<file path="config.mk">
export PLATFORM = sky130hd
export DESIGN_NAME = ook_remote_switch_frame_encoder
export DESIGN_NICKNAME = d
export VERILOG_FILES = /design/src/design/orsfe_pkg.sv /design/src/design/orsfe_cfg_regs.sv /design/src/design/orsfe_pulse_gen.sv /design/src/design/ook_remote_switch_frame_encoder.sv
export SDC_FILE = /design/constraint.sdc
export NUM_CORES = 1
export LEC_CHECK = 0
export ABC_AREA = 1
export BUFFER_PORTS_ARGS = -buffer_cell sky130_fd_sc_hd__buf_2
export CAP_MARGIN = 25
export CORE_MARGIN = 10
export CORE_UTILIZATION = 55
export CTS_BUF_LIST = sky130_fd_sc_hd__clkbuf_16
export DETAILED_ROUTE_END_ITERATION = 16
export GPL_TIMING_DRIVEN = 0
export PLACE_DENSITY = 0.71
export SLEW_MARGIN = 10
export SYNTH_ARGS = -nofsm -noshare
export SYNTH_HDL_FRONTEND = slang
export SYNTH_SLANG_ARGS = --single-unit
export TNS_END_PERCENT = 30
</file>
<file path="constraint.sdc">
create_clock -name clk -period 5.68 [get_ports clk]
set_input_delay 0.568 -clock clk [delete_from_list [all_inputs] [get_ports clk]]
set_output_delay 0.568 -clock clk [all_outputs]
set_load 0.01 [all_outputs]
</file>
<file path="src/design/orsfe_pkg.sv">
package orsfe_pkg;

  localparam int ID_FIELD_W = 7;
  localparam int DUR_W      = 16;
  localparam int REG_IDX_W  = 3;

  // Register indexes on the write port
  localparam logic [REG_IDX_W-1:0] REG_SHORT_HIGH = 3'd0;
  localparam logic [REG_IDX_W-1:0] REG_SHORT_LOW  = 3'd1;
  localparam logic [REG_IDX_W-1:0] REG_LONG_HIGH  = 3'd2;
  localparam logic [REG_IDX_W-1:0] REG_LONG_LOW   = 3'd3;
  localparam logic [REG_IDX_W-1:0] REG_FRAME_GAP  = 3'd4;

  // Reset durations, microseconds
  localparam logic [DUR_W-1:0] RST_SHORT_HIGH = 16'd280;
  localparam logic [DUR_W-1:0] RST_SHORT_LOW  = 16'd360;
  localparam logic [DUR_W-1:0] RST_LONG_HIGH  = 16'd925;
  localparam logic [DUR_W-1:0] RST_LONG_LOW   = 16'd1000;
  localparam logic [DUR_W-1:0] RST_FRAME_GAP  = 16'd10000;

  // Pulses outside the id/preamble symbols: sync pair plus terminator
  localparam int SYNC_PULSES = 2;
  localparam int TERM_PULSES = 6;
  localparam int PREAMBLE_SYMS = 4;

  typedef struct packed {
    logic                  switch_on;
    logic [ID_FIELD_W-1:0] switch_id;
  } cmd_t;

  typedef struct packed {
    logic             level;
    logic [DUR_W-1:0] duration_us;
    logic             last;
  } result_t;

  typedef struct packed {
    logic [DUR_W-1:0] short_high_us;
    logic [DUR_W-1:0] short_low_us;
    logic [DUR_W-1:0] long_high_us;
    logic [DUR_W-1:0] long_low_us;
    logic [DUR_W-1:0] frame_gap_us;
  } cfg_t;

endpackage

</file>
<file path="src/design/orsfe_cfg_regs.sv">
module orsfe_cfg_regs (
  input  logic                              clk,
  input  logic                              rst,
  input  logic                              wr_en,
  input  logic [orsfe_pkg::REG_IDX_W-1:0]   wr_index,
  input  logic [orsfe_pkg::DUR_W-1:0]       wr_data,
  output orsfe_pkg::cfg_t                   cfg
);

  orsfe_pkg::cfg_t regs;

  always_ff @(posedge clk) begin
    if (rst) begin
      regs.short_high_us <= orsfe_pkg::RST_SHORT_HIGH;
      regs.short_low_us  <= orsfe_pkg::RST_SHORT_LOW;
      regs.long_high_us  <= orsfe_pkg::RST_LONG_HIGH;
      regs.long_low_us   <= orsfe_pkg::RST_LONG_LOW;
      regs.frame_gap_us  <= orsfe_pkg::RST_FRAME_GAP;
    end else if (wr_en) begin
      case (wr_index)
        orsfe_pkg::REG_SHORT_HIGH: regs.short_high_us <= wr_data;
        orsfe_pkg::REG_SHORT_LOW:  regs.short_low_us  <= wr_data;
        orsfe_pkg::REG_LONG_HIGH:  regs.long_high_us  <= wr_data;
        orsfe_pkg::REG_LONG_LOW:   regs.long_low_us   <= wr_data;
        orsfe_pkg::REG_FRAME_GAP:  regs.frame_gap_us  <= wr_data;
        default: ;  // unmapped index: dropped
      endcase
    end
  end

  assign cfg = regs;

endmodule

</file>
<file path="src/design/orsfe_pulse_gen.sv">
module orsfe_pulse_gen #(
  parameter int ID_BITS = 7,
  parameter int CNT_W   = 6
) (
  input  logic [CNT_W-1:0]   idx,
  input  orsfe_pkg::cmd_t    cmd,
  input  orsfe_pkg::cfg_t    cfg,
  output orsfe_pkg::result_t pulse
);

  localparam int NUM_SYMS  = orsfe_pkg::PREAMBLE_SYMS + ID_BITS;
  localparam int SYM_W     = $clog2(NUM_SYMS);
  localparam int SYM_DEPTH = 2 ** SYM_W;
  localparam int TERM_BASE = orsfe_pkg::SYNC_PULSES + 4 * NUM_SYMS;

  logic [ID_BITS+orsfe_pkg::ID_FIELD_W-1:0] id_wide;
  logic [ID_BITS-1:0]   id_ext;
  logic [SYM_DEPTH-1:0] sym_bits;
  logic [CNT_W-1:0]     sym_off;
  logic [CNT_W-1:0]     term_off;
  logic [SYM_W-1:0]     sym;
  logic [1:0]           phase;
  logic                 bit_one;

  // id bits beyond the input field go out as zero
  assign id_wide = {{ID_BITS{1'b0}}, cmd.switch_id};
  assign id_ext  = id_wide[ID_BITS-1:0];
  // symbol 0 is the preamble one, symbols 1..3 preamble zeros, then the id LSB first
  assign sym_bits = SYM_DEPTH'({id_ext, 3'b000, 1'b1});

  assign sym_off  = idx - CNT_W'(orsfe_pkg::SYNC_PULSES);
  assign term_off = idx - CNT_W'(TERM_BASE);
  assign sym      = sym_off[SYM_W+1:2];
  assign phase    = sym_off[1:0];
  assign bit_one  = sym_bits[sym];

  always_comb begin
    pulse.level       = 1'b0;
    pulse.duration_us = cfg.frame_gap_us;
    pulse.last        = 1'b0;
    if (idx < CNT_W'(orsfe_pkg::SYNC_PULSES)) begin
      pulse.level       = ~idx[0];
      pulse.duration_us = idx[0] ? cfg.frame_gap_us : cfg.short_high_us;
    end else if (idx < CNT_W'(TERM_BASE)) begin
      case (phase)
        2'd0: begin
          pulse.level       = 1'b1;
          pulse.duration_us = cfg.short_high_us;
        end
        2'd1: begin
          pulse.level       = 1'b0;
          pulse.duration_us = cfg.long_low_us;
        end
        2'd2: begin
          pulse.level       = 1'b1;
          pulse.duration_us = bit_one ? cfg.short_high_us : cfg.long_high_us;
        end
        default: begin
          pulse.level       = 1'b0;
          pulse.duration_us = bit_one ? cfg.long_low_us : cfg.short_low_us;
        end
      endcase
    end else begin
      case (term_off[2:0])
        3'd0, 3'd2: begin
          pulse.level       = 1'b1;
          pulse.duration_us = cmd.switch_on ? cfg.long_high_us : cfg.short_high_us;
        end
        3'd1, 3'd3: begin
          pulse.level       = 1'b0;
          pulse.duration_us = cmd.switch_on ? cfg.short_low_us : cfg.long_low_us;
        end
        3'd4: begin
          pulse.level       = 1'b1;
          pulse.duration_us = cfg.short_high_us;
        end
        default: begin
          pulse.level       = 1'b0;
          pulse.duration_us = cfg.frame_gap_us;
          pulse.last        = 1'b1;
        end
      endcase
    end
  end

endmodule

</file>
<file path="src/design/ook_remote_switch_frame_encoder.sv">
// Channel   Ports                         Transfer when
// command   start, busy, cmd              start && !busy at a rising edge
// result    strobe, result                strobe high (one cycle, no back-pressure)
// config    wr_en, wr_index, wr_data      wr_en high at a rising edge
//
// One command yields 24 + 4*ID_BITS pulses (52 at ID_BITS = 7), one per cycle,
// paced by the pulse counter. The accept edge sets the counter and active flag;
// the first pulse then goes through the result register and transfers from it.
// busy drops in the cycle the final pulse is being registered, so the next
// command follows with no gap.
// rst (synchronous) clears the counter, strobe and restores default durations.
// The result side cannot stall; strobe is never held off.
module ook_remote_switch_frame_encoder #(
  parameter int ID_BITS = 7
) (
  input  logic                            clk,
  input  logic                            rst,
  // command channel
  input  logic                            start,
  output logic                            busy,
  input  orsfe_pkg::cmd_t                 cmd,
  // pulse output
  output logic                            strobe,
  output orsfe_pkg::result_t              result,
  // config write port
  input  logic                            wr_en,
  input  logic [orsfe_pkg::REG_IDX_W-1:0] wr_index,
  input  logic [orsfe_pkg::DUR_W-1:0]     wr_data
);

  localparam int NUM_PULSES = orsfe_pkg::SYNC_PULSES
                            + 4 * (orsfe_pkg::PREAMBLE_SYMS + ID_BITS)
                            + orsfe_pkg::TERM_PULSES;
  localparam int CNT_W = $clog2(NUM_PULSES);
  localparam logic [CNT_W-1:0] LAST_IDX = CNT_W'(NUM_PULSES - 1);

  orsfe_pkg::cfg_t    cfg;
  orsfe_pkg::cmd_t    cmd_q;
  orsfe_pkg::result_t pulse;

  logic             active;
  logic [CNT_W-1:0] cnt;
  logic             accept;
  logic             at_last;

  // Duration registers
  orsfe_cfg_regs u_cfg (
    .clk      (clk),
    .rst      (rst),
    .wr_en    (wr_en),
    .wr_index (wr_index),
    .wr_data  (wr_data),
    .cfg      (cfg)
  );

  // Maps the pulse index to level/duration/last
  orsfe_pulse_gen #(
    .ID_BITS (ID_BITS),
    .CNT_W   (CNT_W)
  ) u_pulse (
    .idx   (cnt),
    .cmd   (cmd_q),
    .cfg   (cfg),
    .pulse (pulse)
  );

  assign at_last = (cnt == LAST_IDX);
  // Free once the counter is on the final pulse; that pulse still lands in
  // the result register while the new command is captured.
  assign busy    = active & ~at_last;
  assign accept  = start & ~busy;

  // Command register and pulse counter
  always_ff @(posedge clk) begin
    if (rst) begin
      active <= 1'b0;
      cnt    <= '0;
    end else if (accept) begin
      active <= 1'b1;
      cnt    <= '0;
    end else if (active) begin
      if (at_last) begin
        active <= 1'b0;
        cnt    <= '0;
      end else begin
        cnt <= cnt + CNT_W'(1);
      end
    end
  end

  always_ff @(posedge clk) begin
    if (accept) begin
      cmd_q <= cmd;
    end
  end

  // Result register: one pulse per active cycle
  always_ff @(posedge clk) begin
    if (rst) begin
      strobe <= 1'b0;
    end else begin
      strobe <= active;
    end
  end

  always_ff @(posedge clk) begin
    if (active) begin
      result <= pulse;
    end
  end

endmodule

</file>
Word level (Yosys, flattened, before mapping)

Index checks and enable logic that the tools add are counted.

Flip-flop bits (word level): 114
Word-level logic and storage cells: 64

Order comparisons: 3
Eq/ne operators: 11
$add $sub $neg: 3
Bitwise gates (word level): 5
Multiplexer cells: 16
Reduce and logical (&&, ||, !) cells: 13

Operators with widths:

| kind                | number |
|---|---|
| $pmux 17 s3         | 2 |
| $mux 16             | 5 |
| $mux 17             | 2 |
| $eq 3x2->1 const B  | 4 |
| $reduce_and 2->1    | 5 |
| $reduce_or 2->1     | 4 |
| $add 6x1->6 const B | 1 |
| $eq 3x1->1 const B  | 2 |
| $eq 3x3->1 const B  | 2 |
| $eq 6x6->1 const B  | 1 |
| $logic_not 3->1     | 2 |
| $lt 6x2->1 const B  | 1 |
| $lt 6x6->1 const B  | 1 |
| $mux 6              | 1 |
| $sub 6x2->6 const B | 1 |
| $lt 4x5->1 const B  | 1 |
| $mux 1              | 5 |
| $reduce_or 5->1     | 1 |
| $bmux 1 s4          | 1 |
| $not 1->1           | 3 |
| $sub 3x3->3 const B | 1 |
| $and 1x1->1         | 2 |
| $eq 2x1->1 const B  | 1 |
| $eq 2x2->1 const B  | 1 |
| $logic_not 2->1     | 1 |

Longest topological paths before layout

Gate-level depths: netlist (run 1).

Word-level depth: 7
Gate-level depth with buffers: 19

Modules after synthesis

From an unflattened synthesis (run 1), not the netlist that was laid out.

Cells, all modules: 985
Area total of the unflattened synthesis: 6,571.3 um^2

By module, submodules not included:

| module                          | seq. area each (um^2) | instances | area each (um^2) | cells each |
|---|---|---|---|---|
| orsfe_cfg_regs                  | 1,601.5               | 1         | 3,171.8          | 439 |
| orsfe_pulse_gen                 | 0.0                   | 1         | 2,223.4          | 462 |
| ook_remote_switch_frame_encoder | 940.9                 | 1         | 1,176.1          | 84 |

Worst setup path after synthesis (run 1)

OpenSTA, ideal clock, no wires.

Path type: reg2reg
Start: register cnt[0]
End: register result[1] (netlist name), data pin
Data required time: 5.428 ns
Buffers on the path: 4
Period minus slack after synthesis: 2.451 ns
Library setup time: 0.252 ns
Stages on the path, launching flop included: 15
Path slack: 3.229 ns
Data arrival time: 2.199 ns
Cell sequence: dfxtp_1 -> clkbuf_1 -> clkbuf_1 -> inv_1 -> ha_1 -> buf_2 -> nor2_1 -> nor2_2 -> nand2_1 -> clkbuf_1 -> o21ai_0 -> a21oi_1 -> a21oi_1 -> nand2_1 -> nand2_1

RTL lines:

| what                     | RTL line                               | source |
|---|---|---|
| start: declaration       | ook_remote_switch_frame_encoder.sv:42  | `logic [CNT_W-1:0] cnt;` |
| start signal: assignment | ook_remote_switch_frame_encoder.sv:86  | `cnt <= cnt + CNT_W'(1);` |
| end signal: assignment   | ook_remote_switch_frame_encoder.sv:108 | `result <= pulse;` |
| end: declaration         | ook_remote_switch_frame_encoder.sv:24  | `output orsfe_pkg::result_t result,` |

==> out/summary.md, run 1 <==
## STA
- 0 — Setup-failing EPs final
- 0.353 — Slew HR
- 0 — Hold Vio Cnt, Final
- 0.583 — post-route clock period utilization
- 4.99 ps — Worst Skew
- no — setup repair after global routing missed its margin
- 970 ps — worst slew pin tran
- 0.302 GHz — upper clock frequency limit
- 0 — max-slew violations
- 3310 ps — post-layout minimum cycle time
- 0 ps — Setup TNS Final

## Detailed routing
- 0 — antenna viol nets, final
- 20.0 mm — overall routed net length
- 6,525 — number of vias in the routed layout
- 5.63 — mean number of vias per cell
- 6 — detailed-router iteration count before antenna repair
- 17.3 µm — wire length per cell after detailed routing
- 799 — detailed router's first-iteration violation count
- 0 — number of remaining DRC errors

## CTS
- 0 — number of hold-repair buffers added at the cts stage
- 4 — number of levels the H-tree was split into
- yes — TritonCTS clock tree
- 0 — post-cts repair resize count
- 430 ps — clock latency at the later pin of the worst-skew pair
- 0 — post-CTS setup buffer count
- 2 — clock buffer depth
- clkbuf_16 — cell at the root of the clock tree
- 50 ps — clock transition at the registers of the reported paths
- 114 — number of clock sinks
- 17 — TritonCTS buffer count

## Global routing
- 25 — largest net degree at the start of global routing
- 0.248 — total track usage
- 6,088 — number of global-route vias before repair
- 0 — antenna violations before repair
- 0 — global-route congestion overflow total
- 32.1 mm — wire length of the first global-routing pass

## Power
- 0.000294 V — maximum VDD drop
- 0.475 — part of the total power dissipated in the clock network
- 290 nW/µm² — Pwr per Cell Area
- 0.000563 W — switching power of the nets
- 0.264 — Net Sw Frac
- 0.416 — sequential fraction of design power
- 3.29 nW — leakage dissipation
- 0.00157 W — cell-internal power
- 0.109 — proportion of power drawn by combinational gates
- 0.00213 W — total power after layout

## Finish
- 1,158 — Final Instance Count excl. Fillers
- 1,081 — count of fill cells added during filler insertion
- 0.120 — share of final-layout standard cells stronger than drive strength 1
- 1,040 — Post-layout nets
- 3170 µm² — multi-input gate area in the final layout
- 7340 µm² — post-route cell area
- 2540 µm² — storage element area
- 15.3% — layout overhead on the synthesized area
- 0.645 — core utilization of the finished layout
- 0 — Inserted Diodes

## Worst hold path
- cmd[3] — startpoint of the tightest hold check path
- 1 — Worst Hold Depth
- cmd_q[3] — sink of the worst hold path
- in2reg — Worst Hold Class

## Flow run
- 0 — number of max-cap violations

## Floorplanning
- 128 µm — vertical extent of the die
- 39 — floorplan row count
- 11,400 µm² — Core Box Area
- 0.559 — initial cell density of the core
- 51 — count of boundary I/O pins
- 16,300 µm² — die area
- 128 µm — width of the die

## Logic synthesis
- 37 — number of distinct standard cells referenced by the synthesized netlist
- 934 — Post-Syn Instances
- 972 — syn_nets
- 0 — Synthesis Warnings
- 114 — number of register bits inferred by synthesis
- 6.81 µm² — mean post-synth cell area
- 6360 µm² — post-synth design cell area
- dfxtp_1, nand2_1, edfxtp_1, o21ai_0, a21oi_1 — largest cells by area after synthesis
- 0.277 — top-area cell type share of the netlist area
- 0.400 — sequential share of the synthesized area
- dfxtp_1 — cell taking the most area after synthesis

## Placement
- 0.958 — GPL Wtd Cong
- 1,126 — placed instance count
- 15.1 mm — Post-DP HPWL
- 6790 µm² — Placement Cell Area
- 49 — buffers added on ports

## Worst setup path
- result[14] — reg-to-reg critical path endpoint
- reg2reg — category of the most critical setup path
- 5860 ps — worst endpoint required time
- flop — Setup crit start kind
- cnt[0] — worst r2r src
- 3500 ps — arrival time reported for the critical path endpoint
- 10 — biggest fanout along the worst timing path
- 14 — cells on worst reg2reg path
- 2370 ps — minimum setup slack among reg-to-reg paths
- flop — CP Capture Type

## Outcome
- finished, final reports clean — outcome

==> kinds of logic after synthesis <==
family                     synth area share
and+or+nand+nor                       0.271
buffers and inverters                 0.102
AOI/OAI and AO/OA                     0.209
xor gates and xnor gates            0.00413
DFF                                   0.400
adders and majority gates            0.0138
==> through the flow <==
step / hold slack, ps / setup slack, ps
global placement: 460 / 2430
finish: 314 / 2370
detailed placement: 469 / 2440
CTS: 301 / 2400
global route: 307 / 2070
floorplan: 442 / 3230
==> synthesized netlist by cell type <==
cell type  instances
a21oi_1           85
o22ai_1           17
o21ai_0           99
nor2_2             1
nand3_1           52
buf_1              1
xor2_1             3
nand4_1            1
nand2_2            2
a211oi_1           1
nand3b_4           1
o211ai_1          10
buf_2             11
nor3_2             1
a31oi_1            5
o21ai_2            3
nand3b_1          15
o32ai_1            1
dfxtp_1           88
ha_1               7
edfxtp_1          26
nor2_1            96
o221a_2            1
inv_1             92
clkinv_1           2
clkbuf_1          39
o31ai_1            1
nor3_1             7
a31oi_2            1
nand3_2            1
inv_2              8
a21oi_2           10
nor3b_1            1
nand2_1          235
buf_6              5
a41oi_1            4
buf_4              1
==> how the worst max path moves through the flow <==
stage | from | depth (start not counted) | endpoint | slack [ps]
finish | cnt[0] | 14 | result[14] | 2370
global route | cnt[0] | 14 | result[14] | 2070
CTS | cnt[0] | 14 | result[14] | 2400
detailed placement | cnt[0] | 14 | result[14] | 2440
global placement | cnt[0] | 14 | result[14] | 2430
floorplan | cnt[0] | 14 | result[1] | 3230
==> routing by layer <==
layer	routed length [µm]	part of all wire	vias to the layer above	GRT usage
met4	418	0.021	0	0.100
met1	8500	0.42	2893	0.323
met2	8810	0.44	379	0.377
met5	0	0	-	0
li1	-	-	3213	-
met3	2280	0.11	40	0.0715
==> power by group through the flow <==
stage               Sequential (W)  Clock (W)  Combinational [W]
floorplan                 0.000902          0           0.000141
global placement          0.000901          0           0.000223
detailed placement        0.000902          0           0.000225
CTS                       0.000885    0.00102           0.000228
global route              0.000889    0.00105           0.000260
finish                    0.000886    0.00101           0.000233
==> worst max-delay path: stages, from the launching register on <==
cell and delay, ps:
dfxtp_1 400, clkbuf_1 340, clkbuf_1 370, inv_1 150
ha_1 220, buf_2 180, nor2_1 190, nor2_2 120
nand2_1 100, clkbuf_1 360, o21ai_0 200, a21oi_1 180
a21oi_1 90, nand2_1 110, nand2_1 60
==> layout make-up <==
class | instances | share of cell area
multi-input cells | 661 | 0.432
flip-flops and latches | 114 | 0.347
clock buffers | 17 | 0.0580
inverters | 102 | 0.0522
plain buffers | 57 | 0.0367
repair buffers | 49 | 0.0334
well taps | 143 | 0.0244
clock inverters | 15 | 0.0172
==> cell usage in the layout, fill, tap and decap left out, drive strengths merged <==
cell	count
clkinvlp	3
o32ai	1
o221a	1
nand4	1
buf	67
nand3b	16
nor3b	1
o211ai	10
xor2	3
ha	7
a211oi	1
inv	102
nor2	97
a41oi	4
o22ai	17
dfxtp	88
nor3	8
edfxtp	26
bufinv	2
o21ai	102
nand2	237
a31oi	6
a21oi	95
o31ai	1
clkbuf	56
clkinv	10
nand3	53
==> registers in the layout, indices dropped and copies added (netlist names) <==
signal	count
cnt	6
active	1
u_cfg.cfg	80
result	18
cmd_q	8
strobe	1
Note: power is estimated with default switching activity, not from simulation.
==> inputs of run 2 (changes only) <==
==> constraint.sdc (replaced) <==
create_clock -name clk -period 3.3 [get_ports clk]
set_input_delay 0.33 -clock clk [delete_from_list [all_inputs] [get_ports clk]]
set_output_delay 0.33 -clock clk [all_outputs]
set_load 0.01 [all_outputs]
==> out/summary.md, run 2 (synthesis results as in run 1) <==
## Finish
- nand2_1, o21ai_0, nor2_1 — commonest non-fill, non-tap cells in the layout
- 1,040 — Post-layout nets
- 0.123 — share of final-layout standard cells stronger than drive strength 1
- 7340 µm² — post-route cell area
- 0 — Inserted Diodes
- 1,080 — count of fill cells added during filler insertion
- nand2_1 — most common library cell in the layout ignoring fill and taps
- 80 — max reg flops
- 15.4% — layout overhead on the synthesized area

## Detailed routing
- 2.20 mm — met3 routed wirelength
- 0 — antenna viol nets, final
- 800 — detailed router's first-iteration violation count
- 6,527 — number of vias in the routed layout
- 17.3 µm — wire length per cell after detailed routing
- 5.64 — mean number of vias per cell
- 8.81 mm — Detail Route met2 WL
- 0 — number of remaining DRC errors
- 6 — detailed-router iteration count before antenna repair
- 20.1 mm — overall routed net length
- 8.61 mm — wl on met1
- met4 — highest routing layer actually used

## Floorplanning
- 128 µm — width of the die
- 39 — floorplan row count
- 128 µm — vertical extent of the die
- 11,400 µm² — Core Box Area
- 51 — count of boundary I/O pins
- 16,300 µm² — die area
- 0.559 — initial cell density of the core

## Worst setup path
- flop — Setup crit start kind
- 15 — cells on worst reg2reg path
- reg2reg — category of the most critical setup path
- result[14] — reg-to-reg critical path endpoint
- flop — CP Capture Type
- cnt[0] — worst r2r src
- 3600 ps — worst endpoint required time
- 390 ps — minimum setup slack among reg-to-reg paths
- cnt[0] — launching element of the worst setup path
- 10 — biggest fanout along the worst timing path
- 3210 ps — arrival time reported for the critical path endpoint
- result[14] — end of the critical path

## Power
- 0.000507 V — maximum VDD drop
- 3.30 nW — leakage dissipation
- 500 nW/µm² — Pwr per Cell Area

## Placement
- 0.958 — GPL Wtd Cong
- 15.1 mm — Post-DP HPWL
- 58.8 ps — post-placement setup slack
- 49 — buffers added on ports
- 6790 µm² — Placement Cell Area

## STA
- 0 — Hold Vio Cnt, Final
- 0.343 GHz — upper clock frequency limit
- no — setup repair after global routing missed its margin
- 0.882 — post-route clock period utilization
- 0 — max-slew violations
- 0.349 — Slew HR
- 0 — Setup-failing EPs final
- 2910 ps — post-layout minimum cycle time
- 6.19 ps — Worst Skew
- 388 ps — smallest setup slack after layout
- 976 ps — worst slew pin tran
- 0 ps — Setup TNS Final

## CTS
- clkbuf_16 — cell at the root of the clock tree
- 430 ps — clock latency at the later pin of the worst-skew pair
- 50 ps — clock transition at the registers of the reported paths
- 2 — clock buffer depth
- yes — TritonCTS clock tree
- 114 — number of clock sinks
- 4 — number of levels the H-tree was split into
- 17 — TritonCTS buffer count

## Flow run
- 0 — number of max-cap violations

## Global routing
- 25 — largest net degree at the start of global routing
- 6,088 — number of global-route vias before repair
- 0 — antenna violations before repair
- 32.1 mm — wire length of the first global-routing pass
- 0 — global-route congestion overflow total
- 0.248 — total track usage

## Worst hold path
- cmd[3] — startpoint of the tightest hold check path
- in2reg — Worst Hold Class

## Outcome
- finished, final reports clean — outcome

==> run 2: power by group <==
part	internal, W	total (W)	switching, W	leakage (nW)
Combinational	0.000124	0.000402	0.000279	2.06
Clock	0.00108	0.00175	0.000663	0.273
Sequential	0.00149	0.00152	0.0000341	0.965
Total	0.00270	0.00367	0.000976	3.30
==> run 2: routing by layer <==
layer  vias up  GRT usage
met4         0      0.100
met3        38     0.0715
met1      2917      0.323
met2       358      0.377
li1       3214          -
met5         -          0
==> run 2: repair_timing <==
item	CTS	global route
setup endpoints to repair	0	11
setup buffers	0	0
gates resized for setup	0	6
hold buffers	0	0
==> run 2: worst min path at each step <==
stage | endpoint | cells past startpoint | slack [ps]
after global routing | cmd_q[3] | 1 | 70
after global placement | u_cfg.cfg[37] | 2 | 460
after detailed placement | u_cfg.cfg[33] | 2 | 470
final | cmd_q[3] | 1 | 70
after CTS | cmd_q[3] | 1 | 60
after floorplan | cmd_q[0] | 0 | 430
==> run 2: per-stage QoR <==
| stage | hold slack (ps) | instances | total power [W] | util |
|---|---|---|---|---|
| 2_1_floorplan | 429 | 934 | 0.00179 | - |
| 3_3_place_gp | 460 | 1126 | 0.00193 | 0.597 |
| 4_1_cts | 62.7 | 1158 | 0.00366 | 0.645 |
| 5_1_grt | 68.6 | 1158 | 0.00379 | 0.646 |
| 3_5_place_dp | 469 | 1126 | 0.00194 | 0.597 |
| 6_report | 71.5 | 1158 | 0.00367 | 0.646 |
==> run 2: cell type report <==
| cell class | instances | area, µm² | area share |
|---|---|---|---|
| buffer | 57 | 273 | 0.0372 |
| sequential | 114 | 2540 | 0.346 |
| clock buffer | 17 | 425 | 0.0580 |
| tap | 143 | 179 | 0.0244 |
| timing repair buffer | 49 | 245 | 0.0334 |
| multi-input combinational | 661 | 3170 | 0.431 |
| inverter | 102 | 383 | 0.0522 |
| clock inverter | 15 | 126 | 0.0172 |
==> run 2: worst max-delay path, cell delays in order, from the launching register on <==
cell	delay (ps)
dfxtp_1	390
clkbuf_2	240
clkbuf_2	240
inv_1	110
ha_1	200
buf_2	180
nor2_1	190
nor2_2	120
inv_2	110
nand3_1	80
inv_2	180
buf_2	280
a21oi_1	110
a21oi_1	180
nand2_1	90
nand2_1	70
==> inputs of run 3 (changes only) <==
--- a/config.mk
+++ b/config.mk
@@ -13,7 +13,7 @@
 export CTS_BUF_LIST = sky130_fd_sc_hd__clkbuf_16
 export DETAILED_ROUTE_END_ITERATION = 16
 export GPL_TIMING_DRIVEN = 0
-export PLACE_DENSITY = 0.71
+export PLACE_DENSITY = 0.82
 export SLEW_MARGIN = 10
 export SYNTH_ARGS = -nofsm -noshare
 export SYNTH_HDL_FRONTEND = slang
==> out/summary.md, run 3 (synthesis results as in run 1) <==
## CTS
- yes — TritonCTS clock tree
- 2 — clock buffer depth
- 114 — number of clock sinks
- clkbuf_16 — cell at the root of the clock tree
- 17 — TritonCTS buffer count
- 4 — number of levels the H-tree was split into
- 420 ps — clock latency at the later pin of the worst-skew pair
- 50 ps — clock transition at the registers of the reported paths
- 0 — post-CTS setup buffer count

## Flow run
- 0 — number of max-cap violations

## STA
- 0.361 — Slew HR
- 0 — max-slew violations
- no — setup repair after global routing missed its margin
- 0 ps — Setup TNS Final
- 3040 ps — post-layout minimum cycle time
- 5.58 ps — Worst Skew
- 0 — Setup-failing EPs final
- 0 — Hold Vio Cnt, Final
- 957 ps — worst slew pin tran
- 85.5 ps — worst hold margin
- 0.922 — post-route clock period utilization
- 0.329 GHz — upper clock frequency limit

## Global routing
- 31.3 mm — wire length of the first global-routing pass
- 25 — largest net degree at the start of global routing
- 6,099 — number of global-route vias before repair
- 0.239 — total track usage
- 0 — global-route congestion overflow total
- 0 — antenna violations before repair

## Finish
- 16.4% — layout overhead on the synthesized area
- 0.121 — share of final-layout standard cells stronger than drive strength 1
- 0 — Inserted Diodes
- nand2_1 — most common library cell in the layout ignoring fill and taps
- nand2_1, o21ai_0, nor2_1 — commonest non-fill, non-tap cells in the layout
- 1,010 — count of fill cells added during filler insertion
- 80 — max reg flops
- 1,039 — Post-layout nets

## Worst setup path
- flop — CP Capture Type
- dfxtp_1 — cell at the slowest stage of the critical path
- clkbuf_1, clkbuf_2, inv_1, ha_1, buf_2, nor2_1, nor2_2, nand2_1, o21ai_0, a21oi_1, a21oi_1, nand2_1, nand2_1 — ordered cell list for the critical path
- 390 ps — CP max stage delay
- reg2reg — category of the most critical setup path
- flop — Setup crit start kind
- 3220 ps — arrival time reported for the critical path endpoint
- 11 — biggest fanout along the worst timing path
- nand2_1 — cell repeated most along the worst path
- 3470 ps — worst endpoint required time

## Detailed routing
- 0 — number of remaining DRC errors
- 17.0 µm — wire length per cell after detailed routing
- 6,572 — number of vias in the routed layout
- 0 — antenna viol nets, final
- 19.7 mm — overall routed net length
- 5.68 — mean number of vias per cell
- 965 — detailed router's first-iteration violation count
- 9 — detailed-router iteration count before antenna repair

## Power
- 3.33 nW — leakage dissipation
- 0.00388 W — total power after layout
- 524 nW/µm² — Pwr per Cell Area
- 0.000361 V — maximum VDD drop

## Placement
- 14.7 mm — Post-DP HPWL
- 49 — buffers added on ports
- 0.966 — GPL Wtd Cong

## Worst hold path
- in2reg — Worst Hold Class

## Floorplanning
- 0.559 — initial cell density of the core
- 128 µm — width of the die
- 11,400 µm² — Core Box Area
- 39 — floorplan row count
- 128 µm — vertical extent of the die
- 16,300 µm² — die area
- 51 — count of boundary I/O pins

## Outcome
- finished, final reports clean — outcome

## run 3: changes by cell type in the layout (fill, tap and decap cells not counted), sizes merged
cell,delta
bufinv,+2
clkinv,-2
clkinvlp,-2
inv,+1
## run 3: power breakdown
part / leakage, nW / switching [W] / total [W] / internal [W]
sequential: 0.965 / 0.0000349 / 0.00152 / 0.00149
combinational: 2.05 / 0.000278 / 0.000401 / 0.000123
clock: 0.310 / 0.000661 / 0.00195 / 0.00129
## run 3: metrics by stage
step / cells / area, µm² / util / setup slack (ps)
5_1_grt: 1157 / 7400 / 0.651 / 25.4
3_3_place_gp: 1126 / 6790 / 0.597 / 146
2_1_floorplan: 934 / 6360 / - / 849
6_report: 1157 / 7400 / 0.651 / 258
4_1_cts: 1158 / 7400 / 0.651 / 6.04
3_5_place_dp: 1126 / 6790 / 0.597 / 99.5
## run 3: area by class of cell
cell class / instances / area, µm² / share of cell area
multi-input cells: 661 / 3170 / 0.428
flip-flops and latches: 114 / 2540 / 0.343
clock buffers: 18 / 450 / 0.0609
inverters: 102 / 383 / 0.0517
plain buffers: 56 / 267 / 0.0360
repair buffers: 49 / 245 / 0.0331
well taps: 143 / 179 / 0.0242
clock inverters: 14 / 169 / 0.0228
## run 3: critical path, delay by kind of cell (launching register included)
family / cells / cell delay [ps]
flops: 1 / 390
compound gates: 3 / 480
buf+inv: 4 / 870
simple gates: 5 / 840
fa+ha+maj: 1 / 200
## run 3: timing repair
item / in CTS / in global routing
endpoints found under the setup margin: 0 / 11
hold buffers: 0 / 0
gates resized for setup: 0 / 2
## run 3: final timing paths
check | startpoint | slack, ps | end | cells past startpoint
max reg2reg | cnt[0] | 260 | result[14] | 13
min | cmd[3] | 90 | cmd_q[3] | 1
max | cnt[0] | 260 | result[14] | 13
min reg2reg | u_cfg.cfg[46] | 470 | u_cfg.cfg[46] | 2
## run 3: routing by layer
layer	wire length, µm	GRT usage
met4	391	0.0837
met3	2500	0.0682
met2	8610	0.364
met1	8160	0.318
met5	0	0
